==> src/hdl/wbpt_pkg.sv <==
package wbpt_pkg;

  // counter and result widths
  localparam int CNT_W  = 64;
  localparam int PCT_W  = 7;
  localparam int STAT_W = 2;

  // checkpoint ring, depth must be a power of two
  localparam int RING_SLOTS = 16;
  localparam int SLOT_W     = (RING_SLOTS > 1) ? $clog2(RING_SLOTS) : 1;
  localparam int RING_SHIFT = $clog2(RING_SLOTS);
  localparam int FILL_W     = $clog2(RING_SLOTS + 1);

  // one ring entry holds a busy and a wall reading
  localparam int ENTRY_W = 2 * CNT_W;

  // quotient bits of the percent divide and the scaled numerator width
  localparam int QUO_W  = PCT_W;
  localparam int REM_W  = CNT_W + QUO_W;
  localparam int STEP_W = $clog2(QUO_W);

endpackage

==> src/hdl/wbpt_ifs.sv <==
// sample channel
interface wbpt_in_if;
  logic                       valid;
  logic                       ready;
  logic [wbpt_pkg::CNT_W-1:0] busy_count;
  logic [wbpt_pkg::CNT_W-1:0] wall_count;

  modport source (output valid, busy_count, wall_count, input ready);
  modport sink   (input valid, busy_count, wall_count, output ready);
endinterface

// result channel
interface wbpt_out_if;
  logic                        valid;
  logic                        ready;
  logic [wbpt_pkg::PCT_W-1:0]  busy_percent;
  logic [wbpt_pkg::STAT_W-1:0] sample_status;

  modport source (output valid, busy_percent, sample_status, input ready);
  modport sink   (input valid, busy_percent, sample_status, output ready);
endinterface

==> src/hdl/wbpt_ram.sv <==
module wbpt_ram #(
  parameter int WIDTH = 8,
  parameter int DEPTH = 16
) (
  input  logic                                         clk,
  input  logic                                         we,
  input  logic [((DEPTH > 1) ? $clog2(DEPTH) : 1)-1:0] waddr,
  input  logic [WIDTH-1:0]                             wdata,
  input  logic [((DEPTH > 1) ? $clog2(DEPTH) : 1)-1:0] raddr,
  output logic [WIDTH-1:0]                             rdata
);

  logic [WIDTH-1:0] mem [DEPTH];

  // one write port, registered read port
  always_ff @(posedge clk) begin
    if (we) begin
      mem[waddr] <= wdata;
    end
    rdata <= mem[raddr];
  end

endmodule

==> src/hdl/windowed_busy_percent_tracker_top.sv <==
// baseline and rebase beats go from the order checks to output; others take the deltas,
// then distance and spacing before output; saturated ones also compare, divided ones also
// compare, scale and divide; one sample beat at a time, the next taken the cycle after the
// result is registered, the seven-step restoring divide on the shared subtractor setting
// the worst case; a stalled result holds the sequencer in its output state
// reset: rst_n synchronous active low clears control, window, baseline and ring fill
module windowed_busy_percent_tracker_top (
  input  logic                       clk,
  input  logic                       rst_n,
  input  logic                       cfg_we,
  input  logic [wbpt_pkg::CNT_W-1:0] cfg_wdata,
  wbpt_in_if.sink                    in_bus,
  wbpt_out_if.source                 out_bus
);

  localparam logic [wbpt_pkg::STAT_W-1:0] ST_BASELINE = 2'd0;
  localparam logic [wbpt_pkg::STAT_W-1:0] ST_RECOMP   = 2'd1;
  localparam logic [wbpt_pkg::STAT_W-1:0] ST_HELD     = 2'd2;
  localparam logic [wbpt_pkg::STAT_W-1:0] ST_REBASED  = 2'd3;

  localparam logic [wbpt_pkg::PCT_W-1:0] PCT_FULL = wbpt_pkg::PCT_W'(100);
  localparam int AW = wbpt_pkg::REM_W + 1;

  typedef enum logic [3:0] {
    S_IDLE, S_ORDER_B, S_ORDER_W, S_DELTA_B, S_DELTA_W, S_CMP,
    S_SCALE, S_DIV, S_DIST, S_SPACE, S_OUT
  } state_t;

  state_t state_r, state_nxt;

  logic [wbpt_pkg::CNT_W-1:0]  window_r;
  logic [wbpt_pkg::CNT_W-1:0]  busy_r, busy_nxt;
  logic [wbpt_pkg::CNT_W-1:0]  wall_r, wall_nxt;
  logic [wbpt_pkg::CNT_W-1:0]  prev_busy_r, prev_busy_nxt;
  logic [wbpt_pkg::CNT_W-1:0]  prev_wall_r, prev_wall_nxt;
  logic [wbpt_pkg::CNT_W-1:0]  commit_wall_r, commit_wall_nxt;
  logic [wbpt_pkg::CNT_W-1:0]  db_r, db_nxt;
  logic [wbpt_pkg::CNT_W-1:0]  dw_r, dw_nxt;
  logic [wbpt_pkg::REM_W-1:0]  rem_r, rem_nxt;
  logic [wbpt_pkg::QUO_W-1:0]  quo_r, quo_nxt;
  logic [wbpt_pkg::STEP_W-1:0] step_r, step_nxt;
  logic                        seen_first_r, seen_first_nxt;
  logic [wbpt_pkg::FILL_W-1:0] fill_r, fill_nxt;
  logic [wbpt_pkg::SLOT_W-1:0] wslot_r, wslot_nxt;
  logic [wbpt_pkg::PCT_W-1:0]  held_r, held_nxt;
  logic [wbpt_pkg::STAT_W-1:0] status_r, status_nxt;
  logic                        out_valid_r, out_valid_nxt;
  logic [wbpt_pkg::PCT_W-1:0]  out_pct_r, out_pct_nxt;
  logic [wbpt_pkg::STAT_W-1:0] out_stat_r, out_stat_nxt;

  // ring port
  logic                          ram_we;
  logic [wbpt_pkg::SLOT_W-1:0]   ram_waddr;
  logic [wbpt_pkg::ENTRY_W-1:0]  ram_wdata;
  logic [wbpt_pkg::SLOT_W-1:0]   ram_raddr;
  logic [wbpt_pkg::ENTRY_W-1:0]  ram_rdata;
  logic [wbpt_pkg::CNT_W-1:0]    ob, ow;

  // shared subtractor
  logic [wbpt_pkg::REM_W-1:0] alu_a, alu_b;
  logic [AW-1:0]              alu_diff;
  logic                       alu_lt;

  logic [wbpt_pkg::CNT_W-1:0] win, spacing_raw, spacing;
  logic [wbpt_pkg::REM_W-1:0] db_wide, dw_wide;
  logic                       in_fire, out_free;

  assign in_fire  = in_bus.valid && in_bus.ready;
  assign out_free = !out_valid_r || out_bus.ready;

  assign in_bus.ready          = (state_r == S_IDLE);
  assign out_bus.valid         = out_valid_r;
  assign out_bus.busy_percent  = out_pct_r;
  assign out_bus.sample_status = out_stat_r;

  // oldest checkpoint: slot 0 until the ring is full, then the next to go
  assign ram_raddr = (fill_r < wbpt_pkg::FILL_W'(wbpt_pkg::RING_SLOTS)) ?
                     '0 : wslot_r;
  assign ob = ram_rdata[wbpt_pkg::ENTRY_W-1:wbpt_pkg::CNT_W];
  assign ow = ram_rdata[wbpt_pkg::CNT_W-1:0];

  wbpt_ram #(
    .WIDTH (wbpt_pkg::ENTRY_W),
    .DEPTH (wbpt_pkg::RING_SLOTS)
  ) u_ring (
    .clk   (clk),
    .we    (ram_we),
    .waddr (ram_waddr),
    .wdata (ram_wdata),
    .raddr (ram_raddr),
    .rdata (ram_rdata)
  );

  // checkpoint spacing, window of zero acts as one
  assign win         = (window_r == '0) ? wbpt_pkg::CNT_W'(1) : window_r;
  assign spacing_raw = win >> wbpt_pkg::RING_SHIFT;
  assign spacing     = (spacing_raw == '0) ? wbpt_pkg::CNT_W'(1) : spacing_raw;

  assign db_wide = wbpt_pkg::REM_W'(db_r);
  assign dw_wide = wbpt_pkg::REM_W'(dw_r);

  // operand select for the subtractor
  always_comb begin
    alu_a = '0;
    alu_b = '0;
    unique case (state_r)
      S_ORDER_B: begin
        alu_a = wbpt_pkg::REM_W'(busy_r);
        alu_b = wbpt_pkg::REM_W'(prev_busy_r);
      end
      S_ORDER_W: begin
        alu_a = wbpt_pkg::REM_W'(wall_r);
        alu_b = wbpt_pkg::REM_W'(prev_wall_r);
      end
      S_DELTA_B: begin
        alu_a = wbpt_pkg::REM_W'(busy_r);
        alu_b = wbpt_pkg::REM_W'(ob);
      end
      S_DELTA_W: begin
        alu_a = wbpt_pkg::REM_W'(wall_r);
        alu_b = wbpt_pkg::REM_W'(ow);
      end
      S_CMP: begin
        alu_a = db_wide;
        alu_b = dw_wide;
      end
      S_DIV: begin
        alu_a = rem_r;
        alu_b = dw_wide << step_r;
      end
      S_DIST: begin
        alu_a = wbpt_pkg::REM_W'(wall_r);
        alu_b = wbpt_pkg::REM_W'(commit_wall_r);
      end
      S_SPACE: begin
        alu_a = db_wide;
        alu_b = wbpt_pkg::REM_W'(spacing);
      end
      default: begin
        alu_a = '0;
        alu_b = '0;
      end
    endcase
  end

  assign alu_diff = {1'b0, alu_a} - {1'b0, alu_b};
  assign alu_lt   = alu_diff[AW-1];

  // sequencer
  always_comb begin
    state_nxt       = state_r;
    busy_nxt        = busy_r;
    wall_nxt        = wall_r;
    prev_busy_nxt   = prev_busy_r;
    prev_wall_nxt   = prev_wall_r;
    commit_wall_nxt = commit_wall_r;
    db_nxt          = db_r;
    dw_nxt          = dw_r;
    rem_nxt         = rem_r;
    quo_nxt         = quo_r;
    step_nxt        = step_r;
    seen_first_nxt  = seen_first_r;
    fill_nxt        = fill_r;
    wslot_nxt       = wslot_r;
    held_nxt        = held_r;
    status_nxt      = status_r;
    out_valid_nxt   = out_valid_r && !out_bus.ready;
    out_pct_nxt     = out_pct_r;
    out_stat_nxt    = out_stat_r;
    ram_we          = 1'b0;
    ram_waddr       = wslot_r;
    ram_wdata       = {busy_r, wall_r};

    unique case (state_r)
      S_IDLE: begin
        if (in_fire) begin
          busy_nxt  = in_bus.busy_count;
          wall_nxt  = in_bus.wall_count;
          state_nxt = S_ORDER_B;
        end
      end
      // first beat seeds slot 0, else check busy for going backwards
      S_ORDER_B: begin
        if (!seen_first_r) begin
          seen_first_nxt  = 1'b1;
          prev_busy_nxt   = busy_r;
          prev_wall_nxt   = wall_r;
          commit_wall_nxt = wall_r;
          ram_we          = 1'b1;
          ram_waddr       = '0;
          fill_nxt        = wbpt_pkg::FILL_W'(1);
          wslot_nxt       = (wbpt_pkg::RING_SLOTS > 1) ? wbpt_pkg::SLOT_W'(1) : '0;
          status_nxt      = ST_BASELINE;
          state_nxt       = S_OUT;
        end else if (alu_lt) begin
          prev_busy_nxt = busy_r;
          prev_wall_nxt = wall_r;
          status_nxt    = ST_REBASED;
          state_nxt     = S_OUT;
        end else begin
          state_nxt = S_ORDER_W;
        end
      end
      S_ORDER_W: begin
        prev_busy_nxt = busy_r;
        prev_wall_nxt = wall_r;
        if (alu_lt) begin
          status_nxt = ST_REBASED;
          state_nxt  = S_OUT;
        end else begin
          state_nxt = S_DELTA_B;
        end
      end
      S_DELTA_B: begin
        db_nxt    = alu_diff[wbpt_pkg::CNT_W-1:0];
        state_nxt = S_DELTA_W;
      end
      // no elapsed wall time against the checkpoint, or wall below it, holds the percent
      S_DELTA_W: begin
        dw_nxt = alu_diff[wbpt_pkg::CNT_W-1:0];
        if (alu_lt || alu_diff == '0) begin
          status_nxt = ST_HELD;
          state_nxt  = S_DIST;
        end else begin
          status_nxt = ST_RECOMP;
          state_nxt  = S_CMP;
        end
      end
      // busy delta at or above wall delta saturates
      S_CMP: begin
        if (!alu_lt) begin
          held_nxt  = PCT_FULL;
          state_nxt = S_DIST;
        end else begin
          state_nxt = S_SCALE;
        end
      end
      // numerator times 100 as shifted adds
      S_SCALE: begin
        rem_nxt   = (db_wide << 6) + (db_wide << 5) + (db_wide << 2);
        quo_nxt   = '0;
        step_nxt  = wbpt_pkg::STEP_W'(wbpt_pkg::QUO_W - 1);
        state_nxt = S_DIV;
      end
      // restoring divide, one quotient bit per cycle
      S_DIV: begin
        if (!alu_lt) begin
          rem_nxt = alu_diff[wbpt_pkg::REM_W-1:0];
        end
        quo_nxt = {quo_r[wbpt_pkg::QUO_W-2:0], !alu_lt};
        if (step_r == '0) begin
          held_nxt  = {quo_r[wbpt_pkg::QUO_W-2:0], !alu_lt};
          state_nxt = S_DIST;
        end else begin
          step_nxt = step_r - wbpt_pkg::STEP_W'(1);
        end
      end
      S_DIST: begin
        db_nxt    = alu_diff[wbpt_pkg::CNT_W-1:0];
        state_nxt = S_SPACE;
      end
      // commit a checkpoint once far enough from the last one
      S_SPACE: begin
        if (!alu_lt) begin
          ram_we          = 1'b1;
          ram_waddr       = wslot_r;
          wslot_nxt       = (wslot_r == wbpt_pkg::SLOT_W'(wbpt_pkg::RING_SLOTS - 1)) ?
                            '0 : wslot_r + wbpt_pkg::SLOT_W'(1);
          if (fill_r < wbpt_pkg::FILL_W'(wbpt_pkg::RING_SLOTS)) begin
            fill_nxt = fill_r + wbpt_pkg::FILL_W'(1);
          end
          commit_wall_nxt = wall_r;
        end
        state_nxt = S_OUT;
      end
      S_OUT: begin
        if (out_free) begin
          out_valid_nxt = 1'b1;
          out_pct_nxt   = held_r;
          out_stat_nxt  = status_r;
          state_nxt     = S_IDLE;
        end
      end
      default: begin
        state_nxt = S_IDLE;
      end
    endcase
  end

  // state and registered outputs
  always_ff @(posedge clk) begin
    if (!rst_n) begin
      state_r       <= S_IDLE;
      window_r      <= '0;
      prev_busy_r   <= '0;
      prev_wall_r   <= '0;
      commit_wall_r <= '0;
      seen_first_r  <= 1'b0;
      fill_r        <= '0;
      wslot_r       <= '0;
      held_r        <= '0;
      out_valid_r   <= 1'b0;
    end else begin
      state_r       <= state_nxt;
      if (cfg_we) begin
        window_r <= cfg_wdata;
      end
      prev_busy_r   <= prev_busy_nxt;
      prev_wall_r   <= prev_wall_nxt;
      commit_wall_r <= commit_wall_nxt;
      seen_first_r  <= seen_first_nxt;
      fill_r        <= fill_nxt;
      wslot_r       <= wslot_nxt;
      held_r        <= held_nxt;
      out_valid_r   <= out_valid_nxt;
    end
  end

  // datapath registers
  always_ff @(posedge clk) begin
    busy_r     <= busy_nxt;
    wall_r     <= wall_nxt;
    db_r       <= db_nxt;
    dw_r       <= dw_nxt;
    rem_r      <= rem_nxt;
    quo_r      <= quo_nxt;
    step_r     <= step_nxt;
    status_r   <= status_nxt;
    out_pct_r  <= out_pct_nxt;
    out_stat_r <= out_stat_nxt;
  end

`ifndef NO_ASSERTIONS
  a_fill_bound: assert property (@(posedge clk) disable iff (!rst_n)
    fill_r <= wbpt_pkg::FILL_W'(wbpt_pkg::RING_SLOTS))
    else $error("ring fill beyond depth");

  a_slot_tracks_fill: assert property (@(posedge clk) disable iff (!rst_n)
    (seen_first_r && fill_r < wbpt_pkg::FILL_W'(wbpt_pkg::RING_SLOTS)) |->
    (wslot_r == fill_r[wbpt_pkg::SLOT_W-1:0]))
    else $error("write slot out of step with ring fill");

  a_pct_range: assert property (@(posedge clk) disable iff (!rst_n)
    out_valid_r |-> (out_pct_r <= PCT_FULL))
    else $error("percent above full scale");

  a_result_from_out: assert property (@(posedge clk) disable iff (!rst_n)
    $rose(out_valid_r) |-> ($past(state_r) == S_OUT))
    else $error("result raised outside the output state");

  a_no_accept_busy: assert property (@(posedge clk) disable iff (!rst_n)
    (state_r != S_IDLE) |-> !in_bus.ready)
    else $error("sample taken while sequencer busy");
`endif

endmodule

==> src/flat_wrapper.sv <==
// flat-port wrapper written by rule: the top's interface ports become plain ports
module windowed_busy_percent_tracker_top_flat 
  (clk, rst_n, cfg_we, cfg_wdata, in_bus_valid, in_bus_busy_count, in_bus_wall_count, in_bus_ready, out_bus_valid, out_bus_busy_percent, out_bus_sample_status, out_bus_ready);
  wbpt_in_if in_bus_i ();
  wbpt_out_if out_bus_i ();
  input  logic clk;
  input  logic rst_n;
  input  logic cfg_we;
  input  logic [wbpt_pkg::CNT_W-1:0] cfg_wdata;
  input wire logic [$bits(in_bus_i.valid)-1:0] in_bus_valid;
  input wire logic [$bits(in_bus_i.busy_count)-1:0] in_bus_busy_count;
  input wire logic [$bits(in_bus_i.wall_count)-1:0] in_bus_wall_count;
  output wire logic [$bits(in_bus_i.ready)-1:0] in_bus_ready;
  output wire logic [$bits(out_bus_i.valid)-1:0] out_bus_valid;
  output wire logic [$bits(out_bus_i.busy_percent)-1:0] out_bus_busy_percent;
  output wire logic [$bits(out_bus_i.sample_status)-1:0] out_bus_sample_status;
  input wire logic [$bits(out_bus_i.ready)-1:0] out_bus_ready;
  assign in_bus_i.valid = in_bus_valid;
  assign in_bus_i.busy_count = in_bus_busy_count;
  assign in_bus_i.wall_count = in_bus_wall_count;
  assign in_bus_ready = in_bus_i.ready;
  assign out_bus_valid = out_bus_i.valid;
  assign out_bus_busy_percent = out_bus_i.busy_percent;
  assign out_bus_sample_status = out_bus_i.sample_status;
  assign out_bus_i.ready = out_bus_ready;
  windowed_busy_percent_tracker_top u_core (.clk(clk), .rst_n(rst_n), .cfg_we(cfg_we), .cfg_wdata(cfg_wdata), .in_bus(in_bus_i), .out_bus(out_bus_i));
endmodule
==> config.mk <==
export PLATFORM = sky130hd
export DESIGN_NAME = windowed_busy_percent_tracker_top_flat
export DESIGN_NICKNAME = d
export VERILOG_FILES = /design/src/hdl/wbpt_pkg.sv /design/src/hdl/wbpt_ifs.sv /design/src/hdl/wbpt_ram.sv /design/src/hdl/windowed_busy_percent_tracker_top.sv /design/src/flat_wrapper.sv
export SDC_FILE = /design/constraint.sdc
export NUM_CORES = 2
export LEC_CHECK = 0
export ABC_AREA = 1
export BUFFER_PORTS_ARGS = -buffer_cell sky130_fd_sc_hd__buf_2
export CAP_MARGIN = 10
export CORE_MARGIN = 4
export CORE_UTILIZATION = 55
export CTS_CLUSTER_SIZE = 8
export DETAILED_ROUTE_END_ITERATION = 8
export GPL_TIMING_DRIVEN = 0
export PLACE_DENSITY = 0.69
export SETUP_SLACK_MARGIN = 0.1
export SYNTH_ARGS = -nofsm -noshare
export SYNTH_HDL_FRONTEND = slang
export SYNTH_SLANG_ARGS = --single-unit
==> constraint.sdc <==
create_clock -name clk -period 33 [get_ports clk]
set_clock_uncertainty 0.1 [all_clocks]
set_input_delay 1.65 -clock clk [delete_from_list [all_inputs] [get_ports clk]]
set_output_delay 1.65 -clock clk [all_outputs]
set_load 0.02 [all_outputs]
==> flow_summary.ini, run 1 <==
[yosys]
synth_most_common_cell = edfxtp_1
seq_area_frac_synth_pct = 65.73
synth.top_cell.area_share_pct = 59.11
syn-mean-instance-area_um2 = 10.79
synth-edff-count = 2395
synthCells = 11277
synth_area_mm2 = 0.1217
synthTopCellsByArea = edfxtp_1 (59%), dfxtp_1 (6.6%), nor2_1 (6.3%), nand2_1 (5.3%), o21ai_0 (3.9%)
synth_cell_types = 61
yosysWarnings = 0
syn-num-nets = 11679
ys_ff_latch = 2797
ys.flop_type = edfxtp_1
synth-async-reset-ratio_pct = 0
synth_top_cell_by_area = edfxtp_1
netlist_top_cells_count = edfxtp_1 (2395), nor2_1 (2035), nand2_1 (1734)

[floorplan]
io_pins = 208
dieWidth_um = 478.3
rows = 172
die_y_um = 478.3
start_util_pct = 55.32

[global_routing]
gr-total-overflow = 3
grt_util_all_layers_pct = 61.93
antenna_found_initial = 167
grt_max_degree = 52

[clock_tree]
cts_root_buf = clkbuf_16
cts_buffers = 402
post_cts_buffers = 0
cts_hold_buffers = 0
cts_sinks = 2797
h-tree-depth = 5
cts_buffer_depth = 4
cts_resized = 0

[place]
io_buffers = 201
gp_congestion = 1.066
dpl.hpwl_um = 453500

[run_status]
stop_stage = global routing
error = [ERROR GRT-0232] Routing congestion too high. Check the congestion heatmap in the GUI.
outcome = aborted with a tool error
[layer usage]
layer | GRT overflow | track usage (%)
met1 | 0 | 70.00
met3 | 0 | 45.00
met5 | 0 | 24.05
met4 | 0 | 48.74
met2 | 3 | 75.82
[cell families after synthesis]
group                    share of synthesized area [%]
AO/OA/AOI/OAI                                    12.46
XOR/XNOR                                        0.1656
adder cells (fa/ha/maj)                          2.491
buffers and inverters                            4.247
flip-flops                                       65.73
multiplexers                                    0.1481
AND/OR/NAND/NOR                                  14.76
[stage by stage]
step	worst slack (ps)	area [um^2]	std cells
3_5_place_dp	22760	129600	14622
3_3_place_gp	3467	126400	14436
4_1_cts	22660	141000	15299
2_1_floorplan	18190	121700	11277
==> run 2: changes to the inputs <==
CORE_UTILIZATION = 40   (was 55)
CTS_CLUSTER_SIZE = not set   (was 8)
PLACE_DENSITY = not set   (was 0.69)
PLACE_DENSITY_LB_ADDON = 0.15   (was not set)
SETUP_SLACK_MARGIN = not set   (was 0.1)
==> run 2 against run 1 <==
Compared with the run above: the flow now finishes, with violations (capacitance limit, slew limit); synthesized area unchanged; synthesized cell count did not move.
==> flow_summary.ini, run 2 <==
[timing]
setup_viol = 0
rsz0062_at_grt = no
fmax_mhz = 84.72
worst_pin_slew_ps = 1504
slew_viol_final = 10
finalSetupTns_ps = 0
final.period_utilization_pct = 35.77
fin_crit_ps = 11800
maxSlewHeadroom_pct = -0.2844
fin_ws_ps = 21200
hold_viol_final = 0

[yosys]
synth-async-reset-ratio_pct = 0
netlist_top_cells_count = edfxtp_1 (2395), nor2_1 (2035), nand2_1 (1734)
synth_cell_types = 61
synth_most_common_cell = edfxtp_1
syn-mean-instance-area_um2 = 10.79
yosysWarnings = 0
syn-num-nets = 11679
synth_area_mm2 = 0.1217
synthCells = 11277
ys_ff_latch = 2797
synth-edff-count = 2395
seq_area_frac_synth_pct = 65.73
synth_top_cell_by_area = edfxtp_1
synth.top_cell.area_share_pct = 59.11
ys.flop_type = edfxtp_1
synthTopCellsByArea = edfxtp_1 (59%), dfxtp_1 (6.6%), nor2_1 (6.3%), nand2_1 (5.3%), o21ai_0 (3.9%)

[detailed_routing]
firstDrtPassIters = 6
antenna_left = 0
route.detailed.drc = 0
drt_iter0_drc = 15742
vias_per_cell = 6.124
vias = 100110
wirelength_um = 626700
wl_per_cell_um = 38.33

[clock_tree]
cts_buffers = 312
insertion_delay_ps = 940
post_cts_buffers = 0
cts_hold_buffers = 0
cts_buffer_depth = 4
cts_root_buf = clkbuf_16
h-tree-depth = 5
cts_resized = 0
cts_sinks = 2797
cts_tree = done
clkSlewWorstSetupHoldPaths_ps = 60

[cells_and_area]
layout_common_cells = edfxtp_1 (2395), nor2_1 (2022), nand2_1 (1732)
layout_commonest_cell = edfxtp_1
final_cells = 16348
top_regs = u_core.u_ring.mem: 2048 flops, u_core.u_ring.rdata: 128 flops, u_core.rem_r: 71 flops
layout-drive-gt1-share_pct = 9.250
finish.net_count = 12451
seqCellArea_mm2 = 0.07997
syn_to_final_growth_pct = 17.12
fill_cells = 27917
largest_register_ffs = 2048
multi_input_area_mm2 = 0.03668
top_register = u_core.u_ring.mem

[floorplan]
dieArea_mm2 = 0.3130
io_pins = 208
rows = 202
dieWidth_um = 559.5
die_y_um = 559.5
start_util_pct = 40.18
core-area_mm2 = 0.3028

[global_routing]
antenna_found_initial = 120
grt_pass1_vias = 92440
grt_util_all_layers_pct = 38.68
grt_pass1_wl_um = 823800
grt_max_degree = 45
gr-total-overflow = 0

[worst_setup_path]
arrival_ps = 12290
start_kind = register
cp_num_buf_inv = 11
end_kind = register
crit_slowest_cell = nor2_1
critPathMaxFanout = 21
timing.critical_path.required_ps = 33490
crit_family = simple AND/OR/NAND/NOR gates
rr_startpoint = u_core.state_r[2]$_SDFFE_PN0P_
critPathLaunch = u_core.state_r[2]$_SDFFE_PN0P_
cp_slowest_stage_delay_ps = 1200
path_class = register to register
crit_path_frequent_cell = nand2_1

[run_status]
outcome = finished with violations
violations = capacitance limit, slew limit

[min_path]
min-delay-start = u_core.held_r[3]$_SDFFE_PN0P_
hold_path.class = register to register

[place]
dpl.hpwl_um = 492000
dpl.cell_count = 15699
dpl_worst_slack_ps = 22150
gp_congestion = 1.026
io_buffers = 201

[pwr]
power.density_mw_per_mm2 = 117.5
power.leakage_nw = 51.13
ir_drop_mv = 0.1405

[run]
drv_cap = 1
[run 2: final timing paths]
| path | end | slack [ps] | cells past startpoint |
|---|---|---|---|
| worst max-delay path | u_core.u_ring.mem[4][49]$_DFFE_PP_ | 21200 | 29 |
| worst min-delay path | u_core.out_bus.busy_percent[3]$_DFFE_PP_ | 330 | 0 |
| worst max register to register | u_core.u_ring.mem[4][49]$_DFFE_PP_ | 21200 | 29 |
| worst min register to register | u_core.out_bus.busy_percent[3]$_DFFE_PP_ | 330 | 0 |
[run 2: where the power goes]
group	leakage [nW]	switching, W	internal [W]
Combinational	21.3	0.00594	0.00198
Clock	4.83	0.00152	0.00193
Sequential	25.0	0.000735	0.00463
Total	51.1	0.00819	0.00855
[run 2: layout make-up]
type | count | share of cell area [%]
repair buffers | 458 | 3.925
well taps | 3978 | 3.493
inverters | 672 | 1.776
plain buffers | 644 | 1.883
diodes | 67 | 0.1177
multi-input cells | 7164 | 25.74
flip-flops and latches | 2797 | 56.12
clock buffers | 431 | 6.028
clock inverters | 137 | 0.9150
[run 2: through the flow]
stage | utilization, % | hold slack [ps] | power, W | area (um^2)
2_1_floorplan | - | 303.0 | 0.009093 | 121700
3_3_place_gp | 42.16 | 321.5 | 0.01297 | 127600
3_5_place_dp | 43.63 | 316.8 | 0.01302 | 132100
4_1_cts | 46.90 | 332.0 | 0.01645 | 142000
5_1_grt | 47.02 | 342.9 | 0.01732 | 142400
6_report | 47.06 | 328.4 | 0.01674 | 142500
[run 2: cell families (layout without fill, tap and decap cells)]
group	after synthesis	in the layout	synth area share (%)
adder cells (fa/ha/maj)	205	205	2.491
buffers and inverters	1316	2342	4.247
other	0	67	0
XOR/XNOR	23	23	0.1656
flip-flops	2797	2797	65.73
multiplexers	18	18	0.1481
AO/OA/AOI/OAI	2463	2463	12.46
AND/OR/NAND/NOR	4455	4455	14.76
[run 2: per-layer routing]
metal	wire, um	vias up	share of wire, %	GRT usage [%]
met3	71340	1040	11	10.16
met2	272700	6472	44	58.22
met5	205	-	0.033	0
li1	-	41898	-	-
met1	253200	50668	40	53.19
met4	29210	32	4.7	15.79
Note: power is estimated with default switching activity, not from simulation.
